===== config.mk =====
export PLATFORM = sky130hd
export DESIGN_NAME = yuy2_to_yc48_upsampler
export DESIGN_NICKNAME = d
export VERILOG_FILES = /design/src/sv/yc48_pkg.sv /design/src/sv/yc48_hold.sv /design/src/sv/yc48_convert.sv /design/src/sv/yuy2_to_yc48_upsampler.sv
export SDC_FILE = /design/constraint.sdc
export NUM_CORES = 1
export LEC_CHECK = 0
export BUFFER_PORTS_ARGS = -buffer_cell sky130_fd_sc_hd__buf_2
export CAP_MARGIN = 20
export CELL_PAD_IN_SITES_DETAIL_PLACEMENT = 1
export CELL_PAD_IN_SITES_GLOBAL_PLACEMENT = 1
export CORE_UTILIZATION = 45
export DETAILED_ROUTE_END_ITERATION = 16
export PLACE_DENSITY = 0.78
export SLEW_MARGIN = 10
export SYNTH_ARGS = -nofsm -noshare
export SYNTH_HDL_FRONTEND = slang
export SYNTH_SLANG_ARGS = --single-unit

===== constraint.sdc =====
create_clock -name clk -period 7.8 [get_ports clk]
set_clock_uncertainty 0.15 [all_clocks]
set_input_delay 1.17 -clock clk [delete_from_list [all_inputs] [get_ports clk]]
set_output_delay 1.17 -clock clk [all_outputs]
set_load 0.01 [all_outputs]

===== src/sv/yc48_pkg.sv =====
// Shared types, constants and pixel mapping functions for the YUY2 to YC48 upsampler.
// Used by yc48_hold, yc48_convert and yuy2_to_yc48_upsampler; depends on nothing.
package yc48_pkg;

  // Luma scale and bias, chroma scale
  localparam int LUMA_COEF   = 4788;
  localparam int LUMA_HALF   = LUMA_COEF / 2;
  localparam int LUMA_BIAS   = LUMA_COEF / 2 - 299;
  localparam int CHROMA_COEF = 4682;
  localparam int CHROMA_HALF = CHROMA_COEF / 2;
  // Rounding term of the chroma product after the 8-bit input shift is folded in
  localparam int CHROMA_RND  = 128;

  localparam int Y_W = 14;
  localparam int C_W = 13;

  // One YUY2 macropixel
  typedef struct packed {
    logic [7:0] luma_even;
    logic [7:0] chroma_u;
    logic [7:0] luma_odd;
    logic [7:0] chroma_v;
  } macropixel_t;

  // One pixel pair to convert: macropixel, successor chroma, row-end mark
  typedef struct packed {
    macropixel_t mp;
    logic [7:0]  next_u;
    logic [7:0]  next_v;
    logic        last;
  } pair_job_t;

  // floor(((y<<8)-32768)*4788 / 65536) + 2095
  function automatic logic signed [Y_W-1:0] luma_map(input logic [7:0] y);
    logic [20:0]    p;
    logic [Y_W-1:0] r;
    p = 21'(y) * 21'(LUMA_COEF);
    r = {1'b0, p[20:8]} - Y_W'(LUMA_HALF) + Y_W'(LUMA_BIAS);
    return $signed(r);
  endfunction

  // floor((((c<<8)-32768)*4682 + 32768) / 65536)
  function automatic logic signed [C_W-1:0] chroma_map(input logic [7:0] c);
    logic [20:0]    p;
    logic [C_W-1:0] r;
    p = 21'(c) * 21'(CHROMA_COEF) + 21'(CHROMA_RND);
    r = p[20:8] - C_W'(CHROMA_HALF);
    return $signed(r);
  endfunction

  // Rounded-up mean of two chroma samples
  function automatic logic [7:0] chroma_mean(input logic [7:0] a, input logic [7:0] b);
    logic [8:0] s;
    s = 9'(a) + 9'(b) + 9'd1;
    return s[8:1];
  endfunction

endpackage


===== src/sv/yc48_hold.sv =====
// Macropixel hold stage: keeps one macropixel until its successor's chroma arrives
// and issues pixel-pair jobs into a job register. Depends on yc48_pkg.
module yc48_hold import yc48_pkg::*; (
  input  logic        clk,
  input  logic        rst,
  input  logic        in_valid,
  output logic        in_stall,
  input  logic [7:0]  luma_even,
  input  logic [7:0]  chroma_u,
  input  logic [7:0]  luma_odd,
  input  logic [7:0]  chroma_v,
  input  logic        row_end,
  output logic        job_valid,
  input  logic        job_stall,
  output pair_job_t   job
);

  macropixel_t held_mp, held_mp_next;
  logic        held_valid, held_valid_next;
  macropixel_t flush_mp, flush_mp_next;
  logic        flush_pending, flush_pending_next;
  pair_job_t   job_next;
  logic        job_valid_next;
  logic        job_free;
  logic        accept;
  macropixel_t cur;

  // Stall input while a row-end flush waits or the job register stays full
  always_comb begin
    job_free = !job_valid || !job_stall;
    in_stall = flush_pending || !job_free;
    accept   = in_valid && !in_stall;
    cur      = '{luma_even: luma_even, chroma_u: chroma_u,
                 luma_odd: luma_odd, chroma_v: chroma_v};
  end

  // Issue jobs, update the held macropixel
  always_comb begin
    held_mp_next       = held_mp;
    held_valid_next    = held_valid;
    flush_mp_next      = flush_mp;
    flush_pending_next = flush_pending;
    job_next           = job;
    job_valid_next     = job_valid && job_stall;
    if (flush_pending && job_free) begin
      job_next           = '{mp: flush_mp, next_u: flush_mp.chroma_u,
                             next_v: flush_mp.chroma_v, last: 1'b1};
      job_valid_next     = 1'b1;
      flush_pending_next = 1'b0;
    end else if (accept) begin
      if (held_valid) begin
        job_next       = '{mp: held_mp, next_u: chroma_u, next_v: chroma_v, last: 1'b0};
        job_valid_next = 1'b1;
        if (row_end) begin
          flush_mp_next      = cur;
          flush_pending_next = 1'b1;
          held_valid_next    = 1'b0;
        end else begin
          held_mp_next = cur;
        end
      end else if (row_end) begin
        job_next       = '{mp: cur, next_u: chroma_u, next_v: chroma_v, last: 1'b1};
        job_valid_next = 1'b1;
      end else begin
        held_mp_next    = cur;
        held_valid_next = 1'b1;
      end
    end
  end

  always_ff @(posedge clk) begin
    if (rst) begin
      held_valid    <= 1'b0;
      flush_pending <= 1'b0;
      job_valid     <= 1'b0;
    end else begin
      held_valid    <= held_valid_next;
      flush_pending <= flush_pending_next;
      job_valid     <= job_valid_next;
    end
    held_mp  <= held_mp_next;
    flush_mp <= flush_mp_next;
    job      <= job_next;
  end

  a_flush_stalls: assert property (@(posedge clk) disable iff (rst)
    flush_pending |-> in_stall)
    else $error("input taken while a row-end flush is pending");

  a_flush_not_held: assert property (@(posedge clk) disable iff (rst)
    !(flush_pending && held_valid))
    else $error("macropixel held while a row-end flush is pending");

  a_row_end_drops_hold: assert property (@(posedge clk) disable iff (rst)
    (in_valid && !in_stall && row_end) |=> !held_valid)
    else $error("macropixel still held after a row-end transfer");

endmodule


===== src/sv/yc48_convert.sv =====
// Conversion stage: maps one pixel-pair job to YC48 values in the result register.
// Depends on yc48_pkg.
module yc48_convert import yc48_pkg::*; (
  input  logic                  clk,
  input  logic                  rst,
  input  logic                  job_valid,
  output logic                  job_stall,
  input  pair_job_t             job,
  output logic                  out_valid,
  input  logic                  out_stall,
  output logic signed [Y_W-1:0] out_y_even,
  output logic signed [C_W-1:0] out_cb_even,
  output logic signed [C_W-1:0] out_cr_even,
  output logic signed [Y_W-1:0] out_y_odd,
  output logic signed [C_W-1:0] out_cb_odd,
  output logic signed [C_W-1:0] out_cr_odd,
  output logic                  out_last
);

  logic take;
  logic [7:0] ui, vi;

  // Load the result register whenever it is empty or being drained
  always_comb begin
    take      = !out_valid || !out_stall;
    job_stall = !take;
    ui        = chroma_mean(job.mp.chroma_u, job.next_u);
    vi        = chroma_mean(job.mp.chroma_v, job.next_v);
  end

  always_ff @(posedge clk) begin
    if (rst) begin
      out_valid <= 1'b0;
    end else if (take) begin
      out_valid <= job_valid;
    end
    if (take && job_valid) begin
      out_y_even  <= luma_map(job.mp.luma_even);
      out_cb_even <= chroma_map(job.mp.chroma_u);
      out_cr_even <= chroma_map(job.mp.chroma_v);
      out_y_odd   <= luma_map(job.mp.luma_odd);
      out_cb_odd  <= chroma_map(ui);
      out_cr_odd  <= chroma_map(vi);
      out_last    <= job.last;
    end
  end

  a_job_lands: assert property (@(posedge clk) disable iff (rst)
    (job_valid && !job_stall) |=> out_valid)
    else $error("job transfer did not fill the result register");

endmodule


===== src/sv/yuy2_to_yc48_upsampler.sv =====
// Top level of the YUY2 to YC48 upsampler: hold stage followed by conversion stage.
// Depends on yc48_pkg, yc48_hold and yc48_convert.
//
// Takes one YUY2 macropixel per transfer and returns pixel pairs in YC48 scale, one
// macropixel late: a macropixel is held until the next one supplies the chroma for
// its odd pixel. The first macropixel of a row returns nothing unless it is also the
// row end; each later one returns the pair of the one before it; the row-end
// macropixel also returns its own pair, with its chroma repeated and out_last set.
// One macropixel is accepted per clock while the output does not stall, except that
// a row end arriving behind a held macropixel yields two pairs and holds off input
// while the second pair enters the job register. A pair passes through the job
// register, then the result register, on its way to the output; the row-end
// macropixel's own pair follows directly behind the pair before it.
module yuy2_to_yc48_upsampler import yc48_pkg::*; (
  input  logic                  clk,
  input  logic                  rst,
  input  logic                  in_valid,
  output logic                  in_stall,
  input  logic [7:0]            luma_even,
  input  logic [7:0]            chroma_u,
  input  logic [7:0]            luma_odd,
  input  logic [7:0]            chroma_v,
  input  logic                  row_end,
  output logic                  out_valid,
  input  logic                  out_stall,
  output logic signed [Y_W-1:0] out_y_even,
  output logic signed [C_W-1:0] out_cb_even,
  output logic signed [C_W-1:0] out_cr_even,
  output logic signed [Y_W-1:0] out_y_odd,
  output logic signed [C_W-1:0] out_cb_odd,
  output logic signed [C_W-1:0] out_cr_odd,
  output logic                  out_last
);

  logic      job_valid;
  logic      job_stall;
  pair_job_t job;

  yc48_hold u_hold (
    .clk       (clk),
    .rst       (rst),
    .in_valid  (in_valid),
    .in_stall  (in_stall),
    .luma_even (luma_even),
    .chroma_u  (chroma_u),
    .luma_odd  (luma_odd),
    .chroma_v  (chroma_v),
    .row_end   (row_end),
    .job_valid (job_valid),
    .job_stall (job_stall),
    .job       (job)
  );

  yc48_convert u_convert (
    .clk         (clk),
    .rst         (rst),
    .job_valid   (job_valid),
    .job_stall   (job_stall),
    .job         (job),
    .out_valid   (out_valid),
    .out_stall   (out_stall),
    .out_y_even  (out_y_even),
    .out_cb_even (out_cb_even),
    .out_cr_even (out_cr_even),
    .out_y_odd   (out_y_odd),
    .out_cb_odd  (out_cb_odd),
    .out_cr_odd  (out_cr_odd),
    .out_last    (out_last)
  );

endmodule

==> flow_metrics.tcl, run 1 <==
set metrics [dict create \
    required_ps 7870 \
    syn_nets 2143 \
    ant_nets 0 \
    r2r_slack_ps 370 \
    grt_pass1_wl_mm 71.6 \
    ys_ff_latch 198 \
    synthMostInstantiatedCell "ha_1" \
    clk_path_buf_depth 2 \
    start_util 0.458 \
    rows 73 \
    hold_class "register to register" \
    drc 0 \
    fill_cells 4434 \
    synth.distinct_cells 106 \
    tritoncts "done" \
    cts_root_buffer "clkbuf_16" \
    port_buffers 119 \
    layout-drive-gt1-share 0.132 \
    ios 120 \
    grt_max_degree 43 \
    hold_depth 0 \
    path_max_fanout 8 \
    avgSynthCellArea_sq_um 10.4 \
    hold_viol_final 0 \
    vias 13600 \
    synth_area_sq_um 18300 \
    synth_top_area_share 0.316 \
    r2r_cells 26 \
    async_flop_share 0 \
    synthCells 1768 \
    die_area_sq_um 41600 \
    core-area_sq_um 40000 \
    slew_violations 0 \
    tightestPinTransition_ps 972 \
    relSlewSlack 0.352 \
    grt_pass1_vias 14500 \
    period_needed_ps 7430 \
    ys_top_cells_by_count "ha_1, inv_1, edfxtp_1" \
    hold_buffers 0 \
    die_y_um 204 \
    viasPerCell 5.58 \
    whs_endpoint "u_convert.out_last" \
    synthTopCellsByArea "edfxtp_1, ha_1, fa_1" \
    synth_edf_count 193 \
    die_w_um 204 \
    gp_congestion 0.869 \
    drt-wirelength-per-cell_um 18.0 \
    maxCapViolations 0 \
    ys_warn_count 0 \
    regToRegStartpoint "u_hold.job[35]" \
    setup_viol 0 \
    dpl.cell_count 2387 \
    drt-total-wl_mm 43.7 \
    grt_overflow_total 0 \
    path_class "register to register" \
    timing.rr.end "u_convert.out_cb_odd[12]" \
    final_nets 2262 \
    final_cells 2432 \
    startpoint_type "register" \
    cts_made_buffers 17 \
    arrival_ps 7500 \
    clock_latency_ps 480 \
    startpoint "u_hold.job[35]" \
    max_freq_mhz 135 \
    place_hpwl_mm 33.6 \
    grt.total_usage 0.214 \
    min-delay-start "u_hold.job[0]" \
    cp-end-kind "register" \
    synth_ff_type "edfxtp_1" \
    path_clk_slew_ps 90 \
    synthToLayoutAreaGrowth_pct 11.0 \
    cts_htree_levels 4 \
    antenna_found_initial 9 \
    yosysSeqAreaShare 0.322 \
    drtPass1Iterations 5 \
    cts.sinks 198 \
    outcome "finished, final reports clean" \
    drt_iter0_markers 464 \
    finalCritPeriodShare 0.953 \
    yosys.area.top_type "edfxtp_1" \
]
-- critical path, stage by stage (launching register included) --
cell and delay (ps):
edfxtp_1 440, ha_1 410, a21o_1 250, o21ai_0 260
nand2b_1 90, a21oi_1 240, o21bai_1 90, a21o_1 210
xor2_2 210, inv_1 90, fa_1 500, fa_1 520
inv_1 40, ha_1 280, ha_2 420, nand4b_1 180
nor4_4 450, o31a_2 280, o21ai_1 110, a21o_1 280
nor4_2 310, mux2i_1 330, xor2_2 310, a211oi_4 90
a221o_1 340, nor3_1 210, a211oi_2 70
-- logic make-up after synthesis --
logic type / share of synthesized area
AOI/OAI and AO/OA: 0.136
xor gates and xnor gates: 0.0821
adders and majority gates: 0.257
buffers and inverters: 0.0480
DFF: 0.322
muxes: 0.0225
and+or+nand+nor: 0.132
-- cells in the final DEF, fill, tap and decap left out, types with 8 or more instances in the layout --
cell type / count
a21oi_1: 60
nand3b_1: 10
and2_1: 12
or3_1: 10
o21bai_1: 16
ha_1: 275
xnor2_1: 99
edfxtp_1: 193
o21ai_0: 69
nand3_1: 26
nand4b_1: 8
a31oi_1: 16
inv_1: 196
mux2i_1: 39
nand2_1: 131
a211oi_1: 11
and3_1: 13
or2_2: 13
nor3_1: 35
and4b_1: 8
nand2b_1: 16
a211o_1: 8
a21boi_0: 8
buf_4: 14
o211ai_1: 8
nor2_1: 81
clkbuf_16: 17
fa_1: 62
nor4_1: 8
a21o_1: 25
buf_2: 119
o21a_1: 17
xor2_1: 67
nand4_1: 9
nor2b_1: 19
-- worst max-delay path by stage --
stage	end	slack (ps)	depth (start not counted)
2_1_floorplan	u_convert.out_cb_odd[12]	830	27
3_3_place_gp	u_convert.out_cb_odd[12]	420	26
3_5_place_dp	u_convert.out_cr_odd[12]	160	29
4_1_cts	u_convert.out_cb_odd[12]	110	26
5_1_grt	u_convert.out_cb_odd[12]	-20	26
6_report	u_convert.out_cb_odd[12]	370	26
-- flip-flops by register name (all words and copies together) (netlist names), 13 cells and up --
| name | count |
|---|---|
| u_hold.job | 49 |
| u_convert.out_cr_odd | 13 |
| u_convert.out_cr_even | 13 |
| u_hold.held_mp | 32 |
| u_convert.out_cb_odd | 13 |
| u_convert.out_y_odd | 14 |
| u_convert.out_cb_even | 13 |
| u_hold.flush_mp | 32 |
| u_convert.out_y_even | 14 |
-- final cells by class --
type / count / area, sq um / area share
Clock buffer: 17 / 425 / 0.0209
Clock inverter: 15 / 229 / 0.0113
Antenna cell: 7 / 17.5 / 0.000861
Sequential cell: 198 / 5900 / 0.290
Multi-Input combinational cell: 1339 / 11700 / 0.573
Inverter: 197 / 739 / 0.0363
Timing Repair Buffer: 134 / 721 / 0.0354
Tap cell: 525 / 657 / 0.0323
-- through the flow --
| step | setup slack, ps | utilization | setup TNS [ps] | hold WS (ps) | cell area (sq um) |
|---|---|---|---|---|---|
| finish | 367 | 0.509 | 0 | 301 | 20400 |
| global route | -16.9 | 0.509 | -16.9 | 335 | 20300 |
| CTS | 108 | 0.505 | 0 | 306 | 20200 |
| detailed placement | 161 | 0.489 | 0 | 281 | 19600 |
| global placement | 420 | 0.489 | 0 | 286 | 19600 |
| floorplan | 827 | - | 0 | 259 | 18300 |
-- layer usage --
layer  global-route usage  routed length [um]  up-vias
li1                     -                   -     6628
met1                0.258               19200     6704
met2                0.387               22400      181
met3               0.0277                1100       54
met4               0.0779                 916        4
met5                    0                  25        -
-- what timing repair did --
| action | 4_1_cts | 5_1_grt |
|---|---|---|
| endpoints found under the setup margin | 0 | 4 |
| gates resized for setup | 0 | 11 |
| endpoints found under the hold margin | 0 | 0 |
| setup buffers | 0 | 5 |
Power of run 1 is not shown: default switching activity piles up to over one toggle a cycle in this logic, so the estimate is an artifact.
==> inputs of run 2 (changes only) <==
--- a/config.mk
+++ b/config.mk
@@ -5,7 +5,7 @@
 export SDC_FILE = /design/constraint.sdc
 export NUM_CORES = 1
 export LEC_CHECK = 0
-export BUFFER_PORTS_ARGS = -buffer_cell sky130_fd_sc_hd__buf_2
+export BUFFER_PORTS_ARGS = -buffer_cell sky130_fd_sc_hd__buf_4
 export CAP_MARGIN = 20
 export CELL_PAD_IN_SITES_DETAIL_PLACEMENT = 1
 export CELL_PAD_IN_SITES_GLOBAL_PLACEMENT = 1
==> run 2 against run 1 <==
Effect of this change:
- first-iteration DRC count is 2.4% higher
- sequential share of layout area shrank 0.38 points
- core utilization rose by 0.68 points
- clock-buffer cell count did not move
- final cell count shrank 0.12%
- die area stayed put
- critical path type unchanged
- wire length down 0.52%
- global-route usage is 0.34 points higher
- setup slack gained 130 ps
==> flow_metrics.tcl, run 2 (synthesized netlist as in run 1, its figures left out) <==
set metrics [dict create \
    outcome "finished, final reports clean" \
    ios 120 \
    start_util 0.458 \
    synthToLayoutAreaGrowth_pct 12.5 \
    period_needed_ps 7300 \
    path_max_fanout 10 \
    fill_cells 4437 \
    place_ws_ps 182 \
    largest_register "u_hold.job" \
    rsz0062_at_grt "false" \
    cp-end-kind "register" \
    startpoint_type "register" \
    grt.total_usage 0.217 \
    grt_max_degree 43 \
    antenna_found_initial 4 \
    drtPass1Iterations 6 \
    grt_pass1_wl_mm 72.9 \
    finalCritPeriodShare 0.936 \
    grt_overflow_total 0 \
    tightestPinTransition_ps 960 \
    mostFrequentLayoutCell "ha_1" \
    clock_latency_ps 470 \
    clk_path_buf_depth 2 \
    final_cells 2429 \
    setup_tns_ps 0 \
    die_w_um 204 \
    cts_htree_levels 4 \
    drt-total-wl_mm 43.4 \
    required_ps 7870 \
    gp_congestion 0.877 \
    worst_slack_ps 499 \
    max_freq_mhz 137 \
    tritoncts "done" \
    port_buffers 119 \
    seq_area_sq_um 5900 \
    hold_viol_final 0 \
    maxCapViolations 0 \
    viasPerCell 5.60 \
    slew_violations 0 \
    cts_root_buffer "clkbuf_16" \
    cts.sinks 198 \
    die_area_sq_um 41600 \
    crit_slowest_cell "fa_1" \
    hold_class "register to register" \
    mostFrequentLayoutCells "ha_1, inv_1, edfxtp_1" \
    layout-drive-gt1-share 0.133 \
    grt_pass1_vias 14700 \
    multi_input_area_sq_um 11700 \
    dpl.cell_count 2387 \
    path_clk_slew_ps 90 \
    ant_nets 0 \
    arrival_ps 7370 \
    setup_viol 0 \
    vias 13600 \
    drt-wirelength-per-cell_um 17.9 \
    place_hpwl_mm 33.7 \
    final_nets 2262 \
    reg_top3 "u_hold.job: 49 flops, u_hold.flush_mp: 32 flops, u_hold.held_mp: 32 flops" \
    rows 73 \
    relSlewSlack 0.360 \
    placed_area_sq_um 19900 \
    crit_family "adder cells" \
    largest_reg_flops 49 \
    path_class "register to register" \
    core-area_sq_um 40000 \
    cp_slowest_stage_delay_ps 540 \
    cts_made_buffers 17 \
    drt_iter0_markers 475 \
    path_buf_inv 3 \
    drc 0 \
    design_area_sq_um 20600 \
    die_y_um 204 \
]
==> run 2: cell count changes in the layout (fill, tap and decap cells not counted), moves of 2 or more <==
cell / change
diode_2: -3
ha_2: +2
ha_1: -2
clkinv_8: +2
buf_2: -119
buf_4: +119
inv_12: -2
==> run 2: stage by stage <==
step	utilization	hold slack, ps
after global placement	0.496	288
final	0.515	312
after global routing	0.515	326
after floorplan	-	259
after detailed placement	0.496	271
after CTS	0.512	302
==> run 2: final cells by class <==
class                           instances  share of cell area
Clock buffer                           17              0.0206
Tap cell                              525              0.0319
Antenna cell                            4            0.000485
Timing Repair Buffer                  134              0.0494
Inverter                              197              0.0359
Clock inverter                         15              0.0102
Sequential cell                       198               0.286
Multi-Input combinational cell       1339               0.566
==> run 2: path summary, 6_finish.rpt <==
| path | start | endpoint | slack (ps) | depth (start not counted) |
|---|---|---|---|---|
| max | u_hold.job[19] | u_convert.out_cr_odd[12] | 500 | 30 |
| min | u_hold.job[0] | u_convert.out_last | 310 | 0 |
| max reg2reg | u_hold.job[19] | u_convert.out_cr_odd[12] | 500 | 30 |
| min reg2reg | u_hold.job[0] | u_convert.out_last | 310 | 0 |
==> run 2: what timing repair did <==
item,4_1_cts,5_1_grt
setup endpoints to repair,0,5
resized for setup,0,14
hold buffers,0,0
buffers inserted,0,5
==> run 2: layer usage <==
layer / vias up / global-route usage / share of wire / wire length (um)
met3: 50 / 0.0231 / 0.021 / 924
met2: 172 / 0.397 / 0.51 / 22400
li1: 6635 / - / - / -
met4: 0 / 0.0679 / 0.018 / 767
met5: - / 0 / 0 / 0
met1: 6739 / 0.266 / 0.45 / 19400
Power of run 2 is left out for the same reason.
==> inputs of run 3 (changes only) <==
--- a/config.mk
+++ b/config.mk
@@ -12,7 +12,8 @@
 export CORE_UTILIZATION = 45
 export DETAILED_ROUTE_END_ITERATION = 16
 export PLACE_DENSITY = 0.78
-export SLEW_MARGIN = 10
+export SLEW_MARGIN = 15
 export SYNTH_ARGS = -nofsm -noshare
 export SYNTH_HDL_FRONTEND = slang
+export SYNTH_HIERARCHICAL = 1
 export SYNTH_SLANG_ARGS = --single-unit
==> run 3 against run 2 <==
Effect of this change:
- via count decreased by 5.2%
- register-to-register slack worse by 100 ps
- non-clock buffer count is 5 lower
- synthesized cell count fell by 4.2%
- setup slack worse by 100 ps
- global-route usage down 0.40 points
- first-iteration DRC count increased by 19%
- sequential cell count did not move
- clock-buffer cell count is the same
- hold slack lost 19 ps
- critical path depth shrank 4
==> flow_metrics.tcl, run 3 <==
set metrics [dict create \
    path_max_fanout 9 \
    synth.distinct_cells 99 \
    arrival_ps 7460 \
    hold_class "register to register" \
    largest_register "u_hold/job" \
    gp_congestion 0.816 \
    synth_top_area_share 0.325 \
    setup_tns_ps 0 \
    grt_max_degree 45 \
    synthToLayoutAreaGrowth_pct 11.7 \
    startpoint_type "register" \
    final_nets 2180 \
    hold_depth 0 \
    dpl.cell_count 2301 \
    ios 120 \
    cts_htree_levels 4 \
    tightestPinTransition_ps 961 \
    async_flop_share 0 \
    timing.rr.end "u_convert/out_cr_odd[12]" \
    core-area_sq_um 38800 \
    mostFrequentLayoutCells "ha_1, inv_1, edfxtp_1" \
    drt-total-wl_mm 41.7 \
    r2r_cells 26 \
    cp-end-kind "register" \
    grt_pass1_vias 13900 \
    relSlewSlack 0.350 \
    ys_top_cells_by_count "ha_1, inv_1, edfxtp_1" \
    largest_reg_flops 49 \
    die_w_um 201 \
    yosys.area.top_type "edfxtp_1" \
    outcome "finished, final reports clean" \
    cts_made_buffers 17 \
    setup_viol 0 \
    place_ws_ps 262 \
    synth_ff_type "edfxtp_1" \
    ys_warn_count 6 \
    antenna_found_initial 4 \
    viasPerCell 5.51 \
    avgSynthCellArea_sq_um 10.5 \
    synth_area_sq_um 17800 \
    fin_util 0.513 \
    port_buffers 119 \
    slew_violations 0 \
    vias 12900 \
    syn_nets 2069 \
    reg_top3 "u_hold/job: 49 flops, u_hold/flush_mp: 32 flops, u_hold/held_mp: 32 flops" \
    grt.total_usage 0.213 \
    cts_root_buffer "clkbuf_16" \
    period_needed_ps 7400 \
    max_freq_mhz 135 \
    hold_viol_final 0 \
    place_hpwl_mm 32.5 \
    maxCapViolations 0 \
    grt_overflow_total 0 \
    grt_pass1_wl_mm 69.8 \
    ant_nets 0 \
    synthMostInstantiatedCell "ha_1" \
    final_cells 2338 \
    mostFrequentLayoutCell "ha_1" \
    required_ps 7860 \
    min-delay-start "u_hold/job[0]" \
    hold_buffers 0 \
    start_util 0.459 \
    layout-drive-gt1-share 0.124 \
    ys_ff_latch 198 \
    finalCritPeriodShare 0.949 \
    drt-wirelength-per-cell_um 17.8 \
    die_y_um 201 \
    whs_endpoint "u_convert/out_last" \
    path_class "register to register" \
    synthTopCellsByArea "edfxtp_1, ha_1, fa_1" \
    clk_path_buf_depth 2 \
    regToRegStartpoint "u_hold/job[19]" \
    worst_slack_ps 397 \
    r2r_slack_ps 400 \
    synth_edf_count 193 \
    startpoint "u_hold/job[19]" \
    rows 72 \
    drtPass1Iterations 4 \
    synthCells 1694 \
    die_area_sq_um 40400 \
    yosysSeqAreaShare 0.331 \
    tritoncts "done" \
    path_clk_slew_ps 80 \
    drt_iter0_markers 563 \
    rsz0062_at_grt "false" \
    drc 0 \
    clock_latency_ps 470 \
    cts.sinks 198 \
]
[run 3: cell count changes in the layout (fill, tap and decap cells not counted), moves of 10 or more]
cell      delta
nand2_1     -31
o21ai_1     +26
xnor2_1     +19
o21ai_0     -18
nor2_1      -14
o21bai_1    -10
[run 3: worst max-delay path by stage]
stage	end	slack, ps	cells past startpoint
5_1_grt	u_convert/out_cr_odd[12]	20	26
3_3_place_gp	u_convert/out_cr_odd[12]	610	25
6_report	u_convert/out_cr_odd[12]	400	26
2_1_floorplan	u_convert/out_cr_odd[12]	860	27
4_1_cts	u_convert/out_cr_odd[12]	230	25
3_5_place_dp	u_convert/out_cr_odd[12]	260	25
[run 3: logic make-up (layout without fill, tap and decap cells)]
group,Yosys count,count (layout),synth area share
other,0,3,0
flip-flops,198,198,0.331
multiplexers,47,47,0.0266
AO/OA/AOI/OAI,310,310,0.120
adder cells (fa/ha/maj),339,339,0.264
buffers and inverters,239,362,0.0570
AND/OR/NAND/NOR,376,376,0.110
XOR/XNOR,185,185,0.0917
[run 3: layout make-up]
type	instances	area, sq um
tap	518	648
antenna	3	7.51
clock inverter	14	189
multi-input combinational	1257	11000
clock buffer	17	425
fill	4305	18900
inverter	202	758
timing repair buffer	129	988
sequential	198	5900
[run 3: repair_timing]
item,in CTS,in global routing
endpoints found under the hold margin,0,0
gates resized for setup,0,13
endpoints found under the setup margin,0,5
setup buffers,0,2
[run 3: worst max-delay path, cell delays in order, from the launching register on]
cell and delay, ps:
edfxtp_1 460, ha_1 370, a21o_2 250, o21ai_0 230, a21boi_0 120, or2_2 300, a21o_1 180, a21o_1 180
xor2_1 310, ha_1 300, inv_1 80, fa_1 450, fa_1 430, inv_1 80, ha_2 260, nand3b_1 130
or4b_4 530, and3_4 200, a221oi_2 340, and3_2 370, nand4_4 110, mux2i_1 160, xnor2_1 420, nor4_2 130
or3_1 390, nand3_1 120, xor2_1 80
[run 3: metrics by stage]
| step | hold slack [ps] | area (sq um) |
|---|---|---|
| floorplan | 259 | 17800 |
| global placement | 272 | 19200 |
| detailed placement | 278 | 19200 |
| CTS | 294 | 19800 |
| global route | 301 | 19900 |
| finish | 293 | 19900 |
[run 3: routing by layer]
metal | up-vias | track usage | wire (um)
met5 | - | 0 | 13
met4 | 2 | 0.0613 | 712
met3 | 49 | 0.0320 | 1070
met2 | 170 | 0.378 | 20800
met1 | 6362 | 0.268 | 19100
li1 | 6311 | - | -
Power of run 3 is left out for the same reason.
